===== src/rtl/core/firvm_pkg.sv =====
`default_nettype none

package firvm_pkg;

	localparam int unsigned SAMPLE_BITS   = 16;
	localparam int unsigned COEF_BITS     = 16;
	localparam int unsigned PROD_BITS     = SAMPLE_BITS + COEF_BITS;
	localparam int unsigned OUT_BITS      = 35;
	localparam int unsigned TAP_BITS      = 3;
	localparam int unsigned NUM_COEFS     = 7;
	localparam int unsigned DEF_MAX_TAPS  = 7;
	localparam int unsigned CFG_IDX_BITS  = 3;
	localparam int unsigned CFG_DATA_BITS = 16;

	localparam logic [TAP_BITS-1:0]  TAP_COUNT_RESET = TAP_BITS'(1);
	localparam logic [COEF_BITS-1:0] COEF_0_RESET    = COEF_BITS'(32767);

	typedef enum logic [CFG_IDX_BITS-1:0] {
		REG_TAP_COUNT = 3'd0,
		REG_COEF_0    = 3'd1,
		REG_COEF_1    = 3'd2,
		REG_COEF_2    = 3'd3,
		REG_COEF_3    = 3'd4,
		REG_COEF_4    = 3'd5,
		REG_COEF_5    = 3'd6,
		REG_COEF_6    = 3'd7
	} cfg_reg_t;

	typedef struct packed {
		logic signed [SAMPLE_BITS-1:0] sample;
		logic                          first;
		logic                          last;
	} src_item_t;

	typedef struct packed {
		logic signed [OUT_BITS-1:0] filtered;
		logic                       end_of_waveform;
	} res_item_t;

	// control that rides along with the sum pipeline
	typedef struct packed {
		logic valid;
		logic last;
	} tag_t;

	// exact product, sign extended to the result width
	function automatic logic signed [OUT_BITS-1:0] tap_product(
		input logic signed [SAMPLE_BITS-1:0] s,
		input logic signed [COEF_BITS-1:0]   c
	);
		logic signed [PROD_BITS-1:0] p;
		p = s * c;
		return OUT_BITS'(p);
	endfunction

endpackage

`default_nettype wire


===== src/rtl/core/firvm_add_tree.sv =====
`default_nettype none

module firvm_add_tree
	import firvm_pkg::*;
#(
	parameter int unsigned NUM_LEAF = DEF_MAX_TAPS
) (
	input  wire logic                       clk,
	input  wire logic                       arst_n,
	input  wire logic                       adv,
	input  wire logic signed [OUT_BITS-1:0] leaf [NUM_LEAF],
	input  wire tag_t                       tag_in,
	output logic signed [OUT_BITS-1:0]      root,
	output tag_t                            tag_out
);

	localparam int unsigned LEVELS = $clog2(NUM_LEAF);
	localparam int unsigned LEAVES = 1 << LEVELS;

	generate
		if (LEVELS == 0) begin : g_single
			assign root    = leaf[0];
			assign tag_out = tag_in;
		end else begin : g_tree
			logic signed [OUT_BITS-1:0] leaf_w [LEAVES];
			// heap order: node 1 is the root, children of node i are 2i and 2i+1
			logic signed [OUT_BITS-1:0] node_q [1:LEAVES-1];
			tag_t                       tag_q  [LEVELS];

			for (genvar i = 0; i < LEAVES; i++) begin : g_leaf
				if (i < NUM_LEAF) begin : g_used
					assign leaf_w[i] = leaf[i];
				end else begin : g_pad
					assign leaf_w[i] = '0;
				end
			end

			for (genvar i = 1; i < LEAVES; i++) begin : g_node
				logic signed [OUT_BITS-1:0] lhs;
				logic signed [OUT_BITS-1:0] rhs;
				if (2 * i >= LEAVES) begin : g_bottom
					assign lhs = leaf_w[2 * i - LEAVES];
					assign rhs = leaf_w[2 * i + 1 - LEAVES];
				end else begin : g_inner
					assign lhs = node_q[2 * i];
					assign rhs = node_q[2 * i + 1];
				end
				always_ff @(posedge clk) begin
					if (adv) begin
						node_q[i] <= lhs + rhs;
					end
				end
			end

			always_ff @(posedge clk or negedge arst_n) begin
				if (!arst_n) begin
					for (int l = 0; l < LEVELS; l++) begin
						tag_q[l] <= '0;
					end
				end else if (adv) begin
					tag_q[0] <= tag_in;
					for (int l = 1; l < LEVELS; l++) begin
						tag_q[l] <= tag_q[l-1];
					end
				end
			end

			assign root    = node_q[1];
			assign tag_out = tag_q[LEVELS-1];
		end
	endgenerate

endmodule

`default_nettype wire


===== config.mk =====
export PLATFORM = sky130hd
export DESIGN_NAME = firvm_add_tree
export DESIGN_NICKNAME = d
export VERILOG_FILES = /design/src/rtl/core/firvm_pkg.sv /design/src/rtl/core/firvm_add_tree.sv
export SDC_FILE = /design/constraint.sdc
export NUM_CORES = 1
export LEC_CHECK = 0
export ABC_AREA = 1
export BUFFER_PORTS_ARGS = -buffer_cell sky130_fd_sc_hd__buf_2
export CAP_MARGIN = 20
export CORE_UTILIZATION = 30
export CTS_CLUSTER_SIZE = 24
export DETAILED_ROUTE_END_ITERATION = 10
export GPL_TIMING_DRIVEN = 1
export PLACE_DENSITY = 0.56
export SYNTH_ARGS = -nofsm -noshare
export SYNTH_HDL_FRONTEND = slang
export SYNTH_SLANG_ARGS = --single-unit

===== constraint.sdc =====
create_clock -name clk -period 5.5 [get_ports clk]
set_input_delay 0 -clock clk [delete_from_list [all_inputs] [get_ports clk]]
set_output_delay 0 -clock clk [all_outputs]
set_load 0.05 [all_outputs]

==> impl_results.md <==
- Outcome: finished clean
- CTS clk-pin slew, worst paths: 0.06 ns
- Pre-CTS WS: 3.277 ns
- Dpl hpwl: 57,990 um
- Yosys reg bits: 251
- Synth Warn #: 0
- Global-route wire length before repair: 107,700 um
- Fillers: 7,728
- CP startpoint kind: flop
- Placer congestion estimate: roughly 0.94
- DRC Markers: 0
- H-Tree Depth: 1
- Routed wire length: 69,200 um
- Area of the multi-input gates: 0.01239 mm2
- Met2 routed WL: 31,400 um
- Postcts setup bufs: 0
- Die Y: between 200 and 300 um
- Comb pwr share: 48.7%
- Period utilization: approximately two fifths
- Worst-Margin Slew: 0.8926 ns
- Sw Share: 43.75%
- Pre-antenna DRT Iters: 7
- Crit path max fanout: 3
- Worst reg-to-reg path cell count: 13
- Nets: 4,114
- Yosys cell types: 24
- Synth-to-Final Area Change: 23.46%
- Crit path cell chain: ha_1, inv_1, fa_1, inv_1, nand3_1, nand3_1, nand2_1, nand2_2, nand2_1, nand2_1, nand2_1, nand3_1, nand2_1
- Num CTS Buffers: 29
- CTS tree: done
- Worst path max stage delay: 0.39 ns
- Area of the mapped netlist: ~0.022 mm2
- Worst Path Arrival: 2.53 ns
- Power share of the clock group: 20.4%
- Critical-path top delay cell: fa_1
- Rows: 98
- Post-synthesis sequential area ratio: approximately a third
- Part of the power in registers: 30.9%
- Worst Skew: 0.01379 ns
- Starting Density: 30.54%
- Crit end category: flop
- Clk_lat worst skew: 0.58 ns
- Proportion of layout cells with a drive suffix above 1: 11.23%
- Clk root buf: clkbuf_16
- Via count: 21.23k
- Synthesized instance count: between 3k and 4k
- Worst Hold Launch: leaf[71]
- Fin crit period: 2.204 ns
- Ports: about 290
- Count of input and output buffers: 286
- Yosys top cell by area: edfxtp_1
- 1st-iter DRT viols: 1,334
- Max Cap Violations: 0
- CP Launch Point: g_tree.node_q[0][175]
- Most common cell on crit path: nand2_1
- Min-Delay Path Class: input port to flop
- Max Used Layer: met5
- Pint: approximately 0.0054 W
- N_diodes: 0
- RSZ-0062 raised after global routing: no
- M1 wire length: 32,250 um
- Req. time, crit path: 5.83 ns
- Max frequency: 453.8 MHz
- Syn avg cell area: 6.920 um2
- Core ar.: 0.07210 mm2
- Maximum VDD drop: 0.0003743 V
- Leak: about 14 nW
- Register Area: 0.007507 mm2
- Worst R2R Start: g_tree.node_q[0][175]
- R2R Setup Slk: 3.30 ns
- Die Width: about 270 um
- Routed Antenna Nets: 0
- Crit path to: g_tree.node_q[0][102]
- Final hold violations: 0
- Synth area leaders: edfxtp_1 (33%), nand2_1 (18%), ha_1 (12%)
- Setup violations, final: 0
- Drt wl/cell: about 15 um
- Switch Pwr: around 0.0042 W
- Die footprint: 0.07448 mm2
- Cell Pwr Density: 351.0 mW/mm2
- Total track usage: 18.37%
- Final worst slack: 3.296 ns
- Via/cell ratio: 4.587
- Reg2reg end: g_tree.node_q[0][102]
- Hold Path Depth: 4
- Largest net degree at the start of global routing: 126
- Final hold slack: 0.005623 ns
- Max-Slew Margin vs Limit: 40.49%
- Post-synth top area share: about a third
- Critical path type: flop to flop
- Slew Limit Fails: 0
- Num Clock Sinks: 251
- Setup_tns: 0 ns
- Initial antenna violation count: 1
- Routed wl met3: about 3500 um
- Net Count, Synth: 3,642
- Clock Path Buffers: 3
- Vias in the first global route: around 20k
- GRT Residual Overflow: 0
## layout make-up
class	count	share of cell area (%)
multi-input cells	2368	45.58
flip-flops and latches	251	27.62
repair buffers	444	11.15
inverters	560	7.732
well taps	950	4.372
clock buffers	31	2.697
clock inverters	23	0.8561
## sequential cells by signal, summed over array words and instances (netlist names)
register       flops
tag_out            2
g_tree.tag_q       4
g_tree.node_q    245
## per-layer routing
| layer | track usage, % | vias to the layer above |
|---|---|---|
| met4 | 5.781 | 2 |
| met2 | 30.42 | 514 |
| li1 | - | 11090 |
| met5 | 0 | - |
| met1 | 24.94 | 9523 |
| met3 | 1.977 | 95 |
## kinds of logic (layout without fill, tap and decap cells)
kind of cell	Yosys count	after routing	synth area share [%]
simple gates	1678	1678	31.04
buf+inv	563	1058	9.632
compound gates	370	370	8.700
flops	251	251	34.09
fa+ha+maj	210	210	12.14
xor+xnor	108	108	4.296
mux	2	2	0.1023
## per-stage QoR
step                      total power, W  cell area (um2)  std cells  util (%)
after floorplan                 0.006105            22020       3182         -
after global placement          0.007507            24660       4417     34.20
after detailed placement        0.007513            24660       4417     34.20
after CTS                       0.009619            27180       4627     37.70
after global routing             0.01028            27180       4627     37.70
final                           0.009542            27180       4627     37.70
## worst min path at each step
stage                                       end  slack [ns]
after global placement               tag_out[1]       -0.17
after CTS                 g_tree.node_q[0][208]      0.0002
after global routing      g_tree.node_q[0][221]        0.02
after detailed placement             tag_out[0]       -0.17
after floorplan                 g_tree.tag_q[2]       -0.30
final                     g_tree.node_q[0][211]       0.006
## critical path: cells and delay by family (launching register included)
kind                       cells  cell delay [ns]
and+or+nand+nor                9             0.80
adders and majority gates      2             0.62
DFF                            1             0.34
buffers and inverters          2             0.18
## cells in the final DEF (no fill, tap or decap), drive strengths merged
cell type and instances:
a21oi 224, buf 288, bufinv 3, clkbuf 31, clkinv 13, clkinvlp 3, dfrtp 6, dlygate4sd3 156
edfxtp 245, fa 6, ha 204, inv 564, mux2 2, nand2 1112, nand3 150, nand4 24
nor2 344, nor3 48, o21a 6, o21ai 122, o21bai 18, xnor2 18, xor2 90
## cell usage after synthesis
| library cell | number |
|---|---|
| xnor2_1 | 18 |
| clkbuf_1 | 1 |
| nand4_1 | 24 |
| a21oi_1 | 223 |
| nor3_1 | 48 |
| nand3_1 | 133 |
| fa_1 | 6 |
| nand2_2 | 50 |
| nor2_4 | 1 |
| nor2_2 | 4 |
| edfxtp_1 | 245 |
| xor2_1 | 90 |
| mux2_2 | 2 |
| o21a_1 | 6 |
| o21bai_1 | 18 |
| o21ai_0 | 122 |
| a21oi_2 | 1 |
| ha_1 | 204 |
| buf_4 | 2 |
| inv_1 | 560 |
| nand2_1 | 1062 |
| dfrtp_1 | 6 |
| nor2_1 | 339 |
| nand3_2 | 17 |
## what timing repair did
action | CTS | global route
hold buffers | 156 | 0
endpoints found under the hold margin | 165 | 0
gates resized for setup | 0 | 0
## power by group through the flow
stage | clock, W | combinational, W | sequential [W]
after floorplan | 0 | 0.00279 | 0.00332
after global placement | 0 | 0.00451 | 0.00300
after detailed placement | 0 | 0.00451 | 0.00300
after CTS | 0.00201 | 0.00465 | 0.00296
after global routing | 0.00208 | 0.00521 | 0.00299
final | 0.00195 | 0.00464 | 0.00295
Note: power is estimated with default switching activity, not from simulation.
