### src/rtl/core/firvm_pkg.sv
`default_nettype none

package firvm_pkg;

	localparam int unsigned SAMPLE_BITS   = 16;
	localparam int unsigned COEF_BITS     = 16;
	localparam int unsigned PROD_BITS     = SAMPLE_BITS + COEF_BITS;
	localparam int unsigned OUT_BITS      = 35;
	localparam int unsigned TAP_BITS      = 3;
	localparam int unsigned NUM_COEFS     = 7;
	localparam int unsigned DEF_MAX_TAPS  = 7;
	localparam int unsigned CFG_IDX_BITS  = 3;
	localparam int unsigned CFG_DATA_BITS = 16;

	localparam logic [TAP_BITS-1:0]  TAP_COUNT_RESET = TAP_BITS'(1);
	localparam logic [COEF_BITS-1:0] COEF_0_RESET    = COEF_BITS'(32767);

	typedef enum logic [CFG_IDX_BITS-1:0] {
		REG_TAP_COUNT = 3'd0,
		REG_COEF_0    = 3'd1,
		REG_COEF_1    = 3'd2,
		REG_COEF_2    = 3'd3,
		REG_COEF_3    = 3'd4,
		REG_COEF_4    = 3'd5,
		REG_COEF_5    = 3'd6,
		REG_COEF_6    = 3'd7
	} cfg_reg_t;

	typedef struct packed {
		logic signed [SAMPLE_BITS-1:0] sample;
		logic                          first;
		logic                          last;
	} src_item_t;

	typedef struct packed {
		logic signed [OUT_BITS-1:0] filtered;
		logic                       end_of_waveform;
	} res_item_t;

	// control that rides along with the sum pipeline
	typedef struct packed {
		logic valid;
		logic last;
	} tag_t;

	// exact product, sign extended to the result width
	function automatic logic signed [OUT_BITS-1:0] tap_product(
		input logic signed [SAMPLE_BITS-1:0] s,
		input logic signed [COEF_BITS-1:0]   c
	);
		logic signed [PROD_BITS-1:0] p;
		p = s * c;
		return OUT_BITS'(p);
	endfunction

endpackage

`default_nettype wire

### src/rtl/core/firvm_tap_cell.sv
`default_nettype none

module firvm_tap_cell
	import firvm_pkg::*;
(
	input  wire logic                          clk,
	input  wire logic                          arst_n,
	input  wire logic                          adv,
	input  wire logic                          shift,
	input  wire logic signed [SAMPLE_BITS-1:0] tap_in,
	input  wire logic signed [COEF_BITS-1:0]   tap_coef,
	output logic signed [SAMPLE_BITS-1:0]      tap_q,
	output logic signed [OUT_BITS-1:0]         prod_s1
);

	// sample moves one cell down the line per accepted transaction
	always_ff @(posedge clk or negedge arst_n) begin
		if (!arst_n) begin
			tap_q <= '0;
		end else if (shift) begin
			tap_q <= tap_in;
		end
	end

	always_ff @(posedge clk) begin
		if (adv) begin
			prod_s1 <= tap_product(tap_in, tap_coef);
		end
	end

endmodule

`default_nettype wire

### config.mk
export PLATFORM = sky130hd
export DESIGN_NAME = firvm_tap_cell
export DESIGN_NICKNAME = d
export VERILOG_FILES = /design/src/rtl/core/firvm_pkg.sv /design/src/rtl/core/firvm_tap_cell.sv
export SDC_FILE = /design/constraint.sdc
export NUM_CORES = 1
export LEC_CHECK = 0
export BUFFER_PORTS_ARGS = -buffer_cell sky130_fd_sc_hd__buf_2
export CELL_PAD_IN_SITES_DETAIL_PLACEMENT = 0
export CELL_PAD_IN_SITES_GLOBAL_PLACEMENT = 1
export CORE_MARGIN = 5
export CORE_UTILIZATION = 54
export CTS_BUF_LIST = sky130_fd_sc_hd__clkbuf_8 sky130_fd_sc_hd__clkbuf_16
export CTS_CLUSTER_DIAMETER = 150
export DETAILED_ROUTE_END_ITERATION = 10
export PLACE_DENSITY = 0.91
export SLEW_MARGIN = 10
export SYNTH_ARGS = -nofsm -noshare
export SYNTH_HDL_FRONTEND = slang
export SYNTH_SLANG_ARGS = --single-unit
### constraint.sdc
create_clock -name clk -period 1.4 [get_ports clk]
set_clock_uncertainty 0.05 [all_clocks]
set_input_delay 0.28 -clock clk [delete_from_list [all_inputs] [get_ports clk]]
set_output_delay 0.28 -clock clk [all_outputs]
set_load 0.01 [all_outputs]
==> results of run 1 <==
## flip-flops by register name, summed over array words and instances (netlist names)
| name | count |
|---|---|
| prod_s1 | 32 |
| tap_q | 16 |
## synth_stat cells (3+ instances only)
cell type | count | area (sq um)
ha_1 | 82 | 1030
o21a_1 | 3 | 22.5
fa_1 | 262 | 5250
clkbuf_1 | 31 | 116
mux2_2 | 16 | 180
nand2_1 | 127 | 477
and3_1 | 5 | 31.3
and2_1 | 124 | 776
edfxtp_1 | 32 | 961
nor3_1 | 3 | 15.0
xnor2_1 | 28 | 245
dfrtp_1 | 16 | 400
inv_1 | 288 | 1080
xor2_1 | 6 | 52.6
buf_1 | 3 | 11.3
nand2b_1 | 8 | 50.1
a21oi_1 | 23 | 115
o21ai_0 | 10 | 50.1
nor2_1 | 25 | 93.8
a21o_1 | 11 | 82.6
buf_4 | 3 | 22.5
a31oi_1 | 4 | 25.0
## metal layers
layer	wire (microns)	global-route usage [%]	share of wire [%]	up-vias
li1	-	-	-	3942
met1	11100	30.0	35	4610
met2	17700	50.6	56	270
met3	1260	3.06	4.0	113
met4	1580	10.9	5.0	2
met5	13	0	0.041	-
## timing repair
| item | 4_1_cts | 5_1_grt |
|---|---|---|
| setup buffers | 21 | 25 |
| endpoints found under the setup margin | 30 | 30 |
| hold buffers | 1 | 0 |
| resized for setup | 142 | 105 |
| hold endpoints to repair | 16 | 0 |
| cloned | 0 | 3 |
| pin swaps | 82 | 65 |
## area by class of cell
type	instances	area (sq um)
clock buffer	5	125
clock inverter	3	13.8
tap	275	344
timing repair buffer	301	2650
fill	1349	5580
multi-input combinational	773	9730
inverter	288	1080
sequential	48	1360
## cell usage in the layout (no fill, tap or decap), drive strengths merged, types with 4 or more instances in the layout
cell type / Yosys / routed
xnor2: 28 / 28
and2: 124 / 124
mux2: 16 / 16
clkbuf: 31 / 9
a21oi: 23 / 23
fa: 262 / 262
o21ai: 10 / 10
ha: 82 / 82
nand2: 127 / 127
and3: 6 / 6
a31oi: 4 / 4
dfrtp: 16 / 16
nand2b: 8 / 8
nor2: 25 / 25
xor2: 6 / 6
buf: 6 / 296
inv: 288 / 288
edfxtp: 32 / 32
a21o: 11 / 11
## final timing paths
| kind | slack, ps | endpoint | cells after the start | start |
|---|---|---|---|---|
| hold / removal | 270 | tap_q[10]$_DFFE_PN0P_ | 2 | tap_in[10] |
| setup / recovery | -4370 | prod_s1[28]$_DFFE_PP_ | 19 | tap_coef[3] |
| setup reg to reg | 580 | tap_q[9]$_DFFE_PN0P_ | 1 | tap_q[9]$_DFFE_PN0P_ |
| hold reg to reg | 460 | tap_q[10]$_DFFE_PN0P_ | 1 | tap_q[10]$_DFFE_PN0P_ |
| min in group asynchronous | 400 | tap_q[1]$_DFFE_PN0P_ | 2 | arst_n |
| max in group asynchronous | 620 | tap_q[6]$_DFFE_PN0P_ | 2 | arst_n |
## cell families (layout without fill, tap and decap cells)
family,count (synthesis),count (layout),share of synthesized area (%)
adder cells (fa/ha/maj),344,344,55.1
buffers and inverters,325,597,10.8
AND/OR/NAND/NOR,306,306,13.6
AO/OA/AOI/OAI,73,73,4.33
flip-flops,48,48,12.0
XOR/XNOR,34,34,2.62
multiplexers,16,16,1.58
## metrics by stage
step	utilization, %	hold WS, ps	cell area (sq um)	setup slack (ps)	setup TNS, ps
3_3_place_gp	66.5	172	13900	-4750	-110260
4_1_cts	70.6	285	14700	-4290	-99380
3_5_place_dp	66.5	170	13900	-4830	-112150
6_report	73.3	272	15300	-4370	-100350
2_1_floorplan	-	-65.6	12200	-4350	-93820
5_1_grt	73.3	278	15300	-4520	-103830
==> metrics.md, run 1 <==
| Metric | Value |
|---|---|
| Status | `finished, violations left` |
| Failing checks | `setup timing` |
| Total congestion overflow | `0` |
| Drt pass-1 iters | `4` |
| FF+latch count, synth | `48` |
| Period minus WS final | `5770 ps` |
| Total Routing Usage GR | `26.6%` |
| CTS H-tree lvls | `2` |
| Asr flop ratio synth | `33.3%` |
| Final cell count without fillers | `1,693` |
| Initial DRC count | `506` |
| Slowest stage delay, CP | `610 ps` |
| Num CTS Buffers | `5` |
| Fmax achieved | `173 MHz` |
| Final worst-path cycle share | `412%` |
| Cell count after synthesis | `1,146` |
| Deepest clock path buffer count | `2` |
| Crit path cell chain | `buf_12 -> and2_4 -> fa_2 -> buf_6 -> fa_1 -> fa_1 -> fa_1 -> fa_1 -> inv_1 -> fa_1 -> inv_2 -> ha_4 -> and3_4 -> buf_6 -> a32oi_1 -> or3b_4 -> a2111o_1 -> a31oi_1 -> xnor2_1` |
| Worst slew pin tran | `410 ps` |
| FP Rows | `53` |
| Hpwl dp | `24,700 microns` |
| Worst Setup Start Kind | `input pin` |
| DR vias | `8,937` |
| Clock sink count | `48` |
| I/O pin cnt | `87` |
| Clock-pin slew on the worst setup and hold paths | `70 ps` |
| Die W | `155 microns` |
| Slowest cell on crit path | `fa_2` |
| Crit-path most repeated cell | `fa_1` |
| Mean Syn Cell Area | `9.93 sq um` |
| Fin. max-slew vios | `0` |
| Critical Path RT | `1400 ps` |
| ANT cells | `0` |
| Total length of routed wires | `31,700 microns` |
| Placed insts | `1,641` |
| Synth Flop Type | `edfxtp_1` |
| IO buf count | `86` |
| Worst path buffer plus inverter count | `5` |
| CP top delay family | `adder cells` |
| Die height | `155 microns` |
| Initial antenna violation count | `1` |
| Post-synth cell types | `50` |
| Crit Path Max Fanout | `11` |
| WS Path Type | `in -> reg` |
| Ys Warns | `0` |
| Synthesized Nets | `1,526` |
| Per-cell routed wire length | `18.7 microns` |
| Number of global-route vias before repair | `10,400` |
| Sequential area share after synthesis | `12.0%` |
| CTS tree | `yes` |
| DRC | `0` |
| Max_cap viols | `0` |
| Final worst slack | `-4370 ps` |
| Post-synth EDFFs | `32` |
| Synthesized area | `11,400 sq um` |
| Unrepaired setup endpoints after global routing | `yes` |
| Global-route wire length before repair | `50,400 microns` |
| CTS root buf | `clkbuf_16` |
| Slew headroom | `72.3%` |
| Setup violators final | `30` |
| Routed Antenna Nets | `0` |
| Via density | `5.28` |
| Layout cell share with drive strength beyond 1 | `35.5%` |
| P&R area growth vs syn | `34.5%` |
| Core ar. | `20,900 sq um` |
| Full die area | `24,100 sq um` |
| Net count, final | `1,797` |
| Global placement routability congestion | `0.866` |
| Initial core utilization | `54.5%` |
| Critical Path AT | `5770 ps` |
| Pin count of the biggest net entering global routing | `25` |
| Min-delay worst type | `in -> reg` |
| Worst setup EP type | `register` |
| Clk Latency, worst-skew pair | `290 ps` |
| Hold Vio Cnt, Final | `0` |
Power of run 1 is left out: the tool's default activity adds up to more than one toggle a clock period on the data nets, which glitch-free logic cannot reach.
==> run 2: changes to the inputs <==
--- a/config.mk
+++ b/config.mk
@@ -19,2 +19,3 @@
 export SYNTH_HDL_FRONTEND = slang
 export SYNTH_SLANG_ARGS = --single-unit
+export TNS_END_PERCENT = 20
==> constraint.sdc (replaced) <==
create_clock -name clk -period 1.4 [get_ports clk]
set_clock_uncertainty 0.05 [all_clocks]
set_input_delay 0.07 -clock clk [delete_from_list [all_inputs] [get_ports clk]]
set_output_delay 0.07 -clock clk [all_outputs]
set_load 0.01 [all_outputs]
==> metrics.md, run 2 (synthesized netlist as in run 1, its figures left out) <==
| Metric | Value |
|---|---|
| Crit Path Max Fanout | `12 (was 11)` |
| Hpwl dp | `24,600 microns (was 24,700 microns)` |
| Global placement routability congestion | `0.934 (was 0.866)` |
| Unrepaired setup endpoints after global routing | `yes (unchanged)` |
| Max reg flops | `32 (unchanged)` |
| Num CTS Buffers | `5 (unchanged)` |
| FF-to-FF path depth | `1 (unchanged)` |
| Final worst-path cycle share | `398% (was 412%)` |
| CTS tree | `yes (unchanged)` |
| Min-delay worst type | `in -> reg (unchanged)` |
| Final cell count without fillers | `1,660 (was 1,693)` |
| Design area | `14,500 sq um (was 15,300 sq um)` |
| Number of global-route vias before repair | `10,100 (was 10,400)` |
| P&R area growth vs syn | `27.7% (was 34.5%)` |
| Commonest non-fill, non-tap cell in the layout | `inv_1 (unchanged)` |
| Hold path start | `tap_in[15] (was tap_in[10])` |
| Hold Vio Cnt, Final | `0 (unchanged)` |
| WS Path Type | `in -> reg (unchanged)` |
| Worst r2r src | `tap_q[10]$_DFFE_PN0P_ (was tap_q[9]$_DFFE_PN0P_)` |
| DR vias | `8,759 (was 8,937)` |
| Max_cap viols | `0 (unchanged)` |
| Total congestion overflow | `0 (unchanged)` |
| Worst setup EP type | `register (unchanged)` |
| ANT cells | `0 (unchanged)` |
| Global-route wire length before repair | `49,700 microns (was 50,400 microns)` |
| Initial core utilization | `54.5% (unchanged)` |
| Worst Setup Start Kind | `input pin (unchanged)` |
| Hold slack final | `156 ps (was 272 ps)` |
| Critical Path AT | `5540 ps (was 5770 ps)` |
| Total length of routed wires | `30,800 microns (was 31,700 microns)` |
| Worst slew pin tran | `436 ps (was 410 ps)` |
| Net count, final | `1,764 (was 1,797)` |
| Pin count of the biggest net entering global routing | `33 (was 25)` |
| Die height | `155 microns (unchanged)` |
| Finished Core Util | `69.6% (was 73.3%)` |
| Placed insts | `1,630 (was 1,641)` |
| Full die area | `24,100 sq um (unchanged)` |
| IO buf count | `86 (unchanged)` |
| Top reg by flops | `prod_s1 (unchanged)` |
| Final worst slack | `-4170 ps (was -4370 ps)` |
| Setup violators final | `30 (unchanged)` |
| Deepest clock path buffer count | `2 (unchanged)` |
| Clock sink count | `48 (unchanged)` |
| Most frequent cells in the layout | `276 x inv_1, 246 x fa_1, 167 x buf_4 (was 257 x inv_1, 244 x fa_1, 163 x buf_4)` |
| Fmax achieved | `180 MHz (was 173 MHz)` |
| Hold Path Stages | `3 (was 2)` |
| Initial DRC count | `420 (was 506)` |
| Initial antenna violation count | `0 (was 1)` |
| Failing checks | `setup timing (unchanged)` |
| Via density | `5.28 (about the same)` |
| I/O pin cnt | `87 (unchanged)` |
| Per-cell routed wire length | `18.5 microns (was 18.7 microns)` |
| Clk Latency, worst-skew pair | `290 ps (about the same)` |
| Largest regs | `prod_s1: 32 flops, tap_q: 16 flops (unchanged)` |
| Die W | `155 microns (unchanged)` |
| Critical Path RT | `1370 ps (was 1400 ps)` |
| FP Rows | `53 (unchanged)` |
| Fill cells | `1,530 (was 1,349)` |
| Post-Place Cell Area | `13,400 sq um (was 13,900 sq um)` |
| Core ar. | `20,900 sq um (unchanged)` |
| Total Routing Usage GR | `26.3% (was 26.6%)` |
| Status | `finished, violations left (unchanged)` |
| Slew headroom | `71.0% (was 72.3%)` |
| Clock-pin slew on the worst setup and hold paths | `60 ps (was 70 ps)` |
| DRC | `0 (unchanged)` |
| Period minus WS final | `5570 ps (was 5770 ps)` |
| Crit path launch | `tap_in[8] (was tap_coef[3])` |
| Layout cell share with drive strength beyond 1 | `29.0% (was 35.5%)` |
| Drt pass-1 iters | `4 (unchanged)` |
| Fin. max-slew vios | `0 (unchanged)` |
| CTS root buf | `clkbuf_16 (unchanged)` |
| Routed Antenna Nets | `0 (unchanged)` |
| CTS H-tree lvls | `2 (unchanged)` |
[run 2: changes by cell type in the layout (fill, tap and decap cells not counted), sizes merged]
cell and delta:
inv +1, bufinv +1, clkinv -3, buf -31
clkbuf -2, bufbuf +1
[run 2: area by class of cell]
cell class                 instances  area (sq um)  area share, %
clock buffer                       6           150           1.03
multi-input combinational        773          9380           64.5
clock inverter                     2          33.8          0.232
sequential                        48          1360           9.36
timing repair buffer             268          2190           15.1
inverter                         288          1080           7.45
tap                              275           344           2.37
[run 2: final timing paths]
kind | slack (ps) | end
min in group asynchronous | 210 | tap_q[10]$_DFFE_PN0P_
max in group asynchronous | 800 | tap_q[13]$_DFFE_PN0P_
hold / removal | 160 | tap_q[15]$_DFFE_PN0P_
setup / recovery | -4170 | prod_s1[29]$_DFFE_PP_
setup reg to reg | 560 | tap_q[10]$_DFFE_PN0P_
hold reg to reg | 450 | tap_q[6]$_DFFE_PN0P_
[run 2: repair_timing]
action,CTS,global route
hold buffers,1,0
buffers inserted,14,7
cloned,1,1
resized for setup,125,53
hold endpoints to repair,16,0
pin swaps,51,34
setup endpoints to repair,30,30
[run 2: critical path, cell delays in order]
cell,delay (ps)
buf_8,130
and2_4,140
fa_1,540
inv_2,40
fa_1,480
fa_1,500
inv_1,50
fa_1,460
fa_1,530
inv_2,40
fa_1,490
inv_2,60
ha_4,260
o211ai_1,130
a211oi_2,140
a22o_1,270
a211o_1,280
and3_4,170
a221o_1,380
buf_6,160
nand4b_1,110
o311ai_2,110
[run 2: metrics by stage]
step | worst slack [ps] | TNS, ps
2_1_floorplan | -4150 | -90680
3_3_place_gp | -4500 | -104740
3_5_place_dp | -4590 | -105990
4_1_cts | -4120 | -92270
5_1_grt | -4290 | -97140
6_report | -4170 | -93360
[run 2: layer usage]
layer | routed length [microns] | vias to the layer above | global-route usage [%]
li1 | - | 3876 | -
met1 | 10900 | 4526 | 30.2
met2 | 17000 | 255 | 50.0
met3 | 1180 | 102 | 2.89
met4 | 1690 | 0 | 10.4
met5 | 0 | - | 0
Power of run 2 is left out for the same reason.
